===== config.mk =====
export PLATFORM = sky130hd
export DESIGN_NAME = space_packet_header_parser
export DESIGN_NICKNAME = d
export VERILOG_FILES = /design/src/design/sphp_pkg.sv /design/src/design/sphp_front.sv /design/src/design/sphp_queue.sv /design/src/design/sphp_back.sv /design/src/design/space_packet_header_parser.sv
export SDC_FILE = /design/constraint.sdc
export NUM_CORES = 1
export LEC_CHECK = 0
export ABC_AREA = 1
export BUFFER_PORTS_ARGS = -buffer_cell sky130_fd_sc_hd__buf_2
export CORE_ASPECT_RATIO = 1.1
export CORE_MARGIN = 10
export CORE_UTILIZATION = 51
export CTS_CLUSTER_DIAMETER = 30
export DETAILED_ROUTE_END_ITERATION = 8
export GPL_TIMING_DRIVEN = 0
export PLACE_DENSITY = 0.79
export SLEW_MARGIN = 20
export SYNTH_ARGS = -nofsm -noshare
export SYNTH_HDL_FRONTEND = slang
export SYNTH_SLANG_ARGS = --single-unit

===== constraint.sdc =====
create_clock -name clk -period 6 [get_ports clk]
set_input_delay 0.6 -clock clk [delete_from_list [all_inputs] [get_ports clk]]
set_output_delay 0.6 -clock clk [all_outputs]
set_load 0.03 [all_outputs]

===== src/design/sphp_pkg.sv =====
package sphp_pkg;

	localparam int unsigned HdrLen = 6;
	localparam int unsigned QueueDepth = 4;
	localparam logic [2:0] ExpectedVersionReset = 3'd0;
	localparam logic [15:0] LengthLimitReset = 16'd1024;
	localparam logic [15:0] IndexMax = 16'hFFFF;

	localparam logic KIND_PAYLOAD = 1'b0;
	localparam logic KIND_STATUS = 1'b1;

	localparam logic REG_EXPECTED_VERSION = 1'b0;
	localparam logic REG_LENGTH_LIMIT = 1'b1;

	typedef enum logic [2:0] {
		ST_OK = 3'd0,
		ST_HDR_SHORT = 3'd1,
		ST_BAD_VERSION = 3'd2,
		ST_BUF_SHORT = 3'd3,
		ST_LEN_OVER = 3'd4
	} status_t;

	typedef struct packed {
		logic [2:0] expected_version;
		logic [15:0] length_limit;
	} cfg_t;

	typedef struct packed {
		logic fwd;
		logic last;
		logic [7:0] data;
		status_t status;
		logic [47:0] hdr;
	} entry_t;

endpackage


===== src/design/sphp_front.sv =====
module sphp_front (
	input  logic clk,
	input  logic arst_n,
	input  sphp_pkg::cfg_t cfg,
	input  logic in_valid,
	input  logic [7:0] in_byte,
	input  logic in_last,
	input  logic q_ready,
	output logic in_ready,
	output logic push,
	output sphp_pkg::entry_t push_entry
);

	logic [15:0] byte_index_q;
	logic [47:0] hdr_q;
	logic [47:0] hdr_new;
	logic [15:0] count;
	logic [15:0] len;
	logic [16:0] fwd_end;
	logic [16:0] need_total;
	logic ok_hdr;
	logic ver_ok;
	logic fwd;
	logic have;
	logic accept;
	sphp_pkg::status_t st;

	assign in_ready = q_ready;
	assign accept = in_valid && in_ready;

	always_comb begin
		hdr_new = hdr_q;
		if (byte_index_q < 16'(sphp_pkg::HdrLen)) begin
			hdr_new = {hdr_q[39:0], in_byte};
		end
		len = hdr_new[15:0];
		ver_ok = hdr_new[47:45] == cfg.expected_version;
		ok_hdr = ver_ok && (len < cfg.length_limit);
		fwd_end = {1'b0, len} + 17'(sphp_pkg::HdrLen);
		need_total = {1'b0, len} + 17'(sphp_pkg::HdrLen + 1);
		fwd = (byte_index_q >= 16'(sphp_pkg::HdrLen)) && (byte_index_q != sphp_pkg::IndexMax)
			&& ok_hdr && ({1'b0, byte_index_q} <= fwd_end);
		count = (byte_index_q == sphp_pkg::IndexMax) ? sphp_pkg::IndexMax : byte_index_q + 16'd1;
		have = count >= 16'(sphp_pkg::HdrLen);
		if (!have) begin
			st = sphp_pkg::ST_HDR_SHORT;
		end else if (!ver_ok) begin
			st = sphp_pkg::ST_BAD_VERSION;
		end else if ({1'b0, count} < need_total) begin
			st = sphp_pkg::ST_BUF_SHORT;
		end else if (len >= cfg.length_limit) begin
			st = sphp_pkg::ST_LEN_OVER;
		end else begin
			st = sphp_pkg::ST_OK;
		end
		push_entry.fwd = fwd;
		push_entry.last = in_last;
		push_entry.data = in_byte;
		push_entry.status = st;
		push_entry.hdr = have ? hdr_new : 48'd0;
		push = accept && (fwd || in_last);
	end

	always_ff @(posedge clk or negedge arst_n) begin
		if (!arst_n) begin
			byte_index_q <= '0;
			hdr_q <= '0;
		end else if (accept) begin
			if (in_last) begin
				byte_index_q <= '0;
				hdr_q <= '0;
			end else begin
				byte_index_q <= count;
				hdr_q <= hdr_new;
			end
		end
	end

endmodule


===== src/design/sphp_queue.sv =====
module sphp_queue #(
	parameter int unsigned Depth = sphp_pkg::QueueDepth
) (
	input  logic clk,
	input  logic arst_n,
	input  logic push,
	input  sphp_pkg::entry_t push_entry,
	output logic ready,
	input  logic pop,
	output logic head_valid,
	output sphp_pkg::entry_t head
);

	localparam int unsigned PtrW = (Depth > 1) ? $clog2(Depth) : 1;
	localparam int unsigned CntW = $clog2(Depth + 1);

	sphp_pkg::entry_t mem_q [Depth];
	logic [PtrW-1:0] wr_ptr_q;
	logic [PtrW-1:0] rd_ptr_q;
	logic [CntW-1:0] count_q;
	logic do_push;
	logic do_pop;

	assign ready = count_q != CntW'(Depth);
	assign head_valid = count_q != '0;
	assign head = mem_q[rd_ptr_q];
	assign do_push = push && ready;
	assign do_pop = pop && head_valid;

	always_ff @(posedge clk) begin
		if (do_push) begin
			mem_q[wr_ptr_q] <= push_entry;
		end
	end

	always_ff @(posedge clk or negedge arst_n) begin
		if (!arst_n) begin
			wr_ptr_q <= '0;
			rd_ptr_q <= '0;
			count_q <= '0;
		end else begin
			if (do_push) begin
				wr_ptr_q <= (wr_ptr_q == PtrW'(Depth - 1)) ? '0 : wr_ptr_q + PtrW'(1);
			end
			if (do_pop) begin
				rd_ptr_q <= (rd_ptr_q == PtrW'(Depth - 1)) ? '0 : rd_ptr_q + PtrW'(1);
			end
			if (do_push && !do_pop) begin
				count_q <= count_q + CntW'(1);
			end else if (do_pop && !do_push) begin
				count_q <= count_q - CntW'(1);
			end
		end
	end

	assert property (@(posedge clk) disable iff (!arst_n) count_q <= CntW'(Depth))
		else $error("queue count beyond depth");
	assert property (@(posedge clk) disable iff (!arst_n)
		(do_push && !do_pop) |=> (count_q == $past(count_q) + CntW'(1)))
		else $error("queue count missed a push");
	assert property (@(posedge clk) disable iff (!arst_n)
		(count_q == '0) |-> (wr_ptr_q == rd_ptr_q))
		else $error("empty queue with misaligned pointers");

endmodule


===== src/design/sphp_back.sv =====
module sphp_back (
	input  logic clk,
	input  logic arst_n,
	input  logic head_valid,
	input  sphp_pkg::entry_t head,
	output logic pop,
	input  logic out_ready,
	output logic out_valid,
	output logic out_kind,
	output logic out_last,
	output logic [63:0] out_data
);

	logic valid_q;
	logic kind_q;
	logic last_q;
	logic [7:0] byte_q;
	sphp_pkg::status_t status_q;
	logic [47:0] hdr_q;
	logic phase_q;
	logic load;
	logic emit_payload;

	assign load = !valid_q || out_ready;
	assign emit_payload = head.fwd && !phase_q;
	assign pop = head_valid && load && !(emit_payload && head.last);

	always_ff @(posedge clk or negedge arst_n) begin
		if (!arst_n) begin
			valid_q <= 1'b0;
			phase_q <= 1'b0;
		end else if (load) begin
			valid_q <= head_valid;
			if (head_valid) begin
				phase_q <= emit_payload && head.last;
			end
		end
	end

	always_ff @(posedge clk) begin
		if (load && head_valid) begin
			hdr_q <= head.hdr;
			if (emit_payload) begin
				kind_q <= sphp_pkg::KIND_PAYLOAD;
				last_q <= !head.last;
				byte_q <= head.data;
				status_q <= sphp_pkg::ST_OK;
			end else begin
				kind_q <= sphp_pkg::KIND_STATUS;
				last_q <= 1'b1;
				byte_q <= 8'd0;
				status_q <= head.status;
			end
		end
	end

	assign out_valid = valid_q;
	assign out_kind = kind_q;
	assign out_last = last_q;
	assign out_data = {5'd0, hdr_q[15:0], hdr_q[29:16], hdr_q[31:30], hdr_q[42:32],
		hdr_q[43], hdr_q[44], hdr_q[47:45], 3'(status_q), byte_q};

	assert property (@(posedge clk) disable iff (!arst_n)
		(valid_q && kind_q == sphp_pkg::KIND_STATUS) |-> last_q)
		else $error("status word without run end");
	assert property (@(posedge clk) disable iff (!arst_n)
		(valid_q && kind_q == sphp_pkg::KIND_PAYLOAD) |-> (status_q == sphp_pkg::ST_OK))
		else $error("payload word with nonzero status");
	assert property (@(posedge clk) disable iff (!arst_n) phase_q |-> head_valid)
		else $error("pending status lost its queue entry");

endmodule


===== src/design/space_packet_header_parser.sv =====
// A result word passes through the queue and then the output register before it is valid on the
// master side; the output register takes the queue head whenever it is empty or being read.
// Throughput: one byte per cycle; a final byte that also forwards payload yields two
// words, the payload word and then the status word; the queue absorbs it and the slave side stalls only when it fills.
// Reset: clears byte counter, header capture, queue and output valid; expected_version
// returns to 0 and length_limit to 1024.
module space_packet_header_parser #(
	parameter int unsigned QueueDepth = sphp_pkg::QueueDepth
) (
	input  logic clk,
	input  logic arst_n,
	input  logic s_axis_tvalid,
	output logic s_axis_tready,
	input  logic [7:0] s_axis_tdata,   // [7:0] byte_in
	input  logic s_axis_tlast,
	output logic m_axis_tvalid,
	input  logic m_axis_tready,
	// [7:0] payload_byte, [10:8] status, [13:11] version_field, [14] packet_type,
	// [15] sec_header_present, [26:16] apid, [28:27] seq_flags, [42:29] seq_count,
	// [58:43] data_length, [63:59] zero
	output logic [63:0] m_axis_tdata,
	output logic m_axis_tuser,         // [0] result_kind
	output logic m_axis_tlast,
	input  logic psel,
	input  logic penable,
	input  logic pwrite,
	input  logic [2:0] paddr,
	input  logic [31:0] pwdata,
	output logic [31:0] prdata,
	output logic pready
);

	sphp_pkg::cfg_t cfg_q;
	sphp_pkg::entry_t push_entry;
	sphp_pkg::entry_t head;
	logic push;
	logic q_ready;
	logic head_valid;
	logic pop;
	logic wr_en;

	assign pready = 1'b1;
	assign wr_en = psel && penable && pwrite && pready;

	always_ff @(posedge clk or negedge arst_n) begin
		if (!arst_n) begin
			cfg_q.expected_version <= sphp_pkg::ExpectedVersionReset;
			cfg_q.length_limit <= sphp_pkg::LengthLimitReset;
		end else if (wr_en) begin
			case (paddr[2])
				sphp_pkg::REG_EXPECTED_VERSION: cfg_q.expected_version <= pwdata[2:0];
				sphp_pkg::REG_LENGTH_LIMIT: cfg_q.length_limit <= pwdata[15:0];
				default: ;
			endcase
		end
	end

	always_comb begin
		case (paddr[2])
			sphp_pkg::REG_EXPECTED_VERSION: prdata = {29'd0, cfg_q.expected_version};
			sphp_pkg::REG_LENGTH_LIMIT: prdata = {16'd0, cfg_q.length_limit};
			default: prdata = 32'd0;
		endcase
	end

	sphp_front u_front (
		.clk(clk),
		.arst_n(arst_n),
		.cfg(cfg_q),
		.in_valid(s_axis_tvalid),
		.in_byte(s_axis_tdata),
		.in_last(s_axis_tlast),
		.q_ready(q_ready),
		.in_ready(s_axis_tready),
		.push(push),
		.push_entry(push_entry)
	);

	sphp_queue #(
		.Depth(QueueDepth)
	) u_queue (
		.clk(clk),
		.arst_n(arst_n),
		.push(push),
		.push_entry(push_entry),
		.ready(q_ready),
		.pop(pop),
		.head_valid(head_valid),
		.head(head)
	);

	sphp_back u_back (
		.clk(clk),
		.arst_n(arst_n),
		.head_valid(head_valid),
		.head(head),
		.pop(pop),
		.out_ready(m_axis_tready),
		.out_valid(m_axis_tvalid),
		.out_kind(m_axis_tuser),
		.out_last(m_axis_tlast),
		.out_data(m_axis_tdata)
	);

endmodule


==> results.md <==
| Metric | Reported | Unit |
|---|---|---|
| Result of the run | complete, no violations | - |
| Half-perimeter wire length of the detailed placement result | 32.1 | mm |
| Transition at the pin with the smallest max-transition slack | 0.850 | ns |
| Fraction of registers with async set or reset after synthesis | 0.232 | - |
| Fin. max-slew vios | 0 | - |
| Max H-tree Level | 3 | - |
| Part of the Yosys area used for sequential elements | 0.630 | - |
| Static power due to leakage | 0.00894 | uW |
| Kind of critical path | flip-flop to flip-flop | - |
| Ant diodes | 0 | - |
| Largest delay contributor family on the critical path | simple AND/OR/NAND/NOR gates | - |
| Crit path time final | 5.32 | ns |
| Initial antenna violation count | 0 | - |
| Initial core utilization | 0.516 | - |
| Post-cts repair resize count | 0 | - |
| Count of yosys warnings during synthesis | 0 | - |
| FF+latch count, synth | 397 | - |
| Class of the tightest hold or removal check | input pin to flip-flop | - |
| Share of cells above drive strength 1 | 0.187 | - |
| Die ar. | 43600 | um2 |
| Via density per instance | 5.55 | - |
| Core outline area | 35200 | um2 |
| Critical Path Sink Type | flip-flop | - |
| Setup violators final | 0 | - |
| Number of buffers inserted by port buffering | 111 | - |
| Final Total Pwr | 11200 | uW |
| Clock tree root buffer cell | sky130_fd_sc_hd__clkbuf_16 | - |
| Rows | 72 | - |
| Total global-route track usage | 0.216 | - |
| Setup repair after global routing missed its margin | false | - |
| Main synth FF type | sky130_fd_sc_hd__edfxtp_1 | - |
| Sum of overflow across all layers after global routing | 0 | - |
| Count of fill cells added during filler insertion | 2607 | - |
| DRC violations left | 0 | - |
| Endpoint, Worst Hold | u_back.out_valid | - |
| Crit path arrival time | 5.59 | ns |
| Crit path max-delay cell type | sky130_fd_sc_hd__nor2_4 | - |
| TNS Setup | 0 | ns |
| Routed wire length per instance | 19.6 | um |
| Hold violation count in the final report | 0 | - |
| Power per cell area | 505 | nW/um2 |
| CTS tree | yes | - |
| Clock transition at the registers of the reported paths | 0.05 | ns |
| Cells after Synth | 1662 | - |
| Clock network latency to the later pin of the worst-skew pair | 0.59 | ns |
| Fmax | 188 | MHz |
| Final Wtd Congestion | 0.929 | - |
| Relative slew margins | 0.434 | - |
| Max Buffers Root-to-Sink | 3 | - |
| Number of enable-type register cells in the synthesized netlist | 305 | - |
| TritonRoute pass-1 iters | 5 | - |
| Vias in the first global route | 13373 | - |
| Detail Route Antenna Nets | 0 | - |
| Delay of the slowest critical-path stage | 0.60 | ns |
| Post-layout net count | 1990 | - |
| Share of the clock period used by the worst path after layout | 0.887 | - |
| Hold Path Cell Cnt | 2 | - |
| Buffering stage count on the worst path with inverters included | 5 | - |
| Die height | 218 | um |
| Reg2reg end | u_queue.mem_q[0][10] | - |
| Required time of the critical path | 6.27 | ns |
| Area grow syn2layout | 21.9 | % |
| First-pass GRT wire length | 73.4 | mm |
| Vias | 13436 | - |
| TritonCTS sink count | 397 | - |
| R2r startpoint | u_front.byte_index_q[15] | - |
| Number of unique standard cell types used by synthesis | 48 | - |
| Netlist area before placement | 18200 | um2 |
| Pin count of the biggest net entering global routing | 80 | - |
| Most prevalent standard cell on the critical path | sky130_fd_sc_hd__nand2_1 | - |
| Number of maximum-capacitance violations | 0 | - |
| Worst-case register-to-register setup slack | 0.68 | ns |
| VDD IR-drop max | 0.312 | mV |
| Mean instance size in the synthesized netlist | 10.9 | um2 |
| DRT Wirelength | 47.5 | mm |
| DRT iter0 DRCs | 1086 | - |
| Beginning of the worst hold path | m_axis_tready | - |
| I/O pin count | 152 | - |
| Number of cells on the worst reg-to-reg path | 29 | - |
| Clock buffer count from CTS | 71 | - |
| Crit start category | flip-flop | - |
| Skew final | 0.0318 | ns |
| Horiz. Die Dim | 200 | um |
| Peak fanout along the critical path | 23 | - |
timing repair:
item | in CTS | in global routing
hold endpoints to repair | 13 | 0
setup buffers | 0 | 0
hold buffers | 1 | 0
logic make-up after synthesis:
kind of cell               Yosys count  synth area share
xor gates and xnor gates            32            0.0154
other                                2          0.000413
AOI/OAI and AO/OA                  363             0.114
adders and majority gates           59            0.0410
DFF                                397             0.630
buffers and inverters              283            0.0674
and+or+nand+nor                    526             0.132
stage by stage:
| stage | hold slack, ns | cells | area [um2] | util | setup slack (ns) |
|---|---|---|---|---|---|
| after floorplan | 0.304 | 1682 | 18300 | - | 0.733 |
| after global placement | 0.499 | 2274 | 19400 | 0.551 | -1.28 |
| after detailed placement | 0.433 | 2287 | 19800 | 0.561 | 0.742 |
| after CTS | 0.235 | 2419 | 22200 | 0.629 | 0.703 |
| after global routing | 0.251 | 2419 | 22200 | 0.629 | 0.332 |
| final | 0.252 | 2419 | 22200 | 0.629 | 0.676 |
cells in the mapped netlist, drive strengths merged (13+ instances only):
master | n | area, um2
xor2 | 30 | 263
edfxtp | 305 | 9160
o22ai | 116 | 726
buf | 39 | 310
dfrtp | 91 | 2280
a21oi | 47 | 235
inv | 186 | 698
nand4 | 13 | 93.8
o21ai | 190 | 1030
ha | 58 | 726
nor2 | 255 | 1170
clkbuf | 57 | 214
nand2 | 212 | 841
nor3 | 14 | 104
nand3 | 23 | 130
sequential cells by signal, summed over array words and instances (netlist names), 3 cells and up:
name and count:
u_queue.mem_q 244, u_back.hdr_q 48, u_front.hdr_q 48, cfg_q 19, u_front.byte_index_q 16, u_back.byte_q 8
u_back.status_q 3, u_queue.count_q 3
worst max-delay path by stage:
stage                                   startpoint                    to  slack, ns  cells after the start
after CTS                 u_front.byte_index_q[15]  u_queue.mem_q[0][10]       0.70                     29
after global routing      u_front.byte_index_q[15]  u_queue.mem_q[0][10]       0.33                     29
after floorplan                 u_queue.count_q[1]    u_queue.count_q[1]       0.73                      8
after detailed placement  u_front.byte_index_q[15]  u_queue.mem_q[0][10]       0.74                     29
final                     u_front.byte_index_q[15]  u_queue.mem_q[0][10]       0.68                     29
after global placement          u_queue.count_q[1]    u_queue.count_q[1]      -1.28                      8
cell type report:
type / instances / area [um2] / share of cell area
Clock buffer: 80 / 1850 / 0.0835
Buffer: 96 / 524 / 0.0236
Timing Repair Buffer: 125 / 880 / 0.0397
Sequential cell: 397 / 11500 / 0.517
Tap cell: 481 / 602 / 0.0271
Multi-Input combinational cell: 1002 / 5610 / 0.253
Clock inverter: 51 / 537 / 0.0242
Inverter: 187 / 702 / 0.0317
report_power, final:
group	total (uW)	switching, uW	internal, uW
Combinational	3440	2500	942
Sequential	3850	189	3670
Clock	3910	1460	2450
Total	11200	4150	7050
metal layers:
metal	routed length [um]	part of all wire	vias to the layer above	GRT usage
li1	-	-	6160	-
met2	23500	0.50	688	0.359
met1	18100	0.38	6453	0.263
met3	3860	0.081	135	0.0441
met4	1980	0.042	0	0.106
met5	0	0	-	0
cell usage in the layout (no fill, tap or decap), drive strengths merged, types with 2 or more instances in the layout:
cell type  synthesis  layout
nor2             255     255
nand3b             2       2
and3               3       3
o211ai             2       2
xnor2              2       2
nor3              14      14
inv              186     197
ha                58      58
clkinvlp           0      13
bufinv             0       4
o22ai            116     116
buf               39     163
clkinv             1      24
clkbuf            57     137
dfrtp             91      91
nor4               2       2
nand2            212     212
a21oi             47      47
xor2              30      30
nand4             13      13
o21ai            190     190
nand3             23      23
conb               2      22
edfxtp           305     305
a211oi             3       3
No activity file was read; power rests on OpenSTA's default activity.
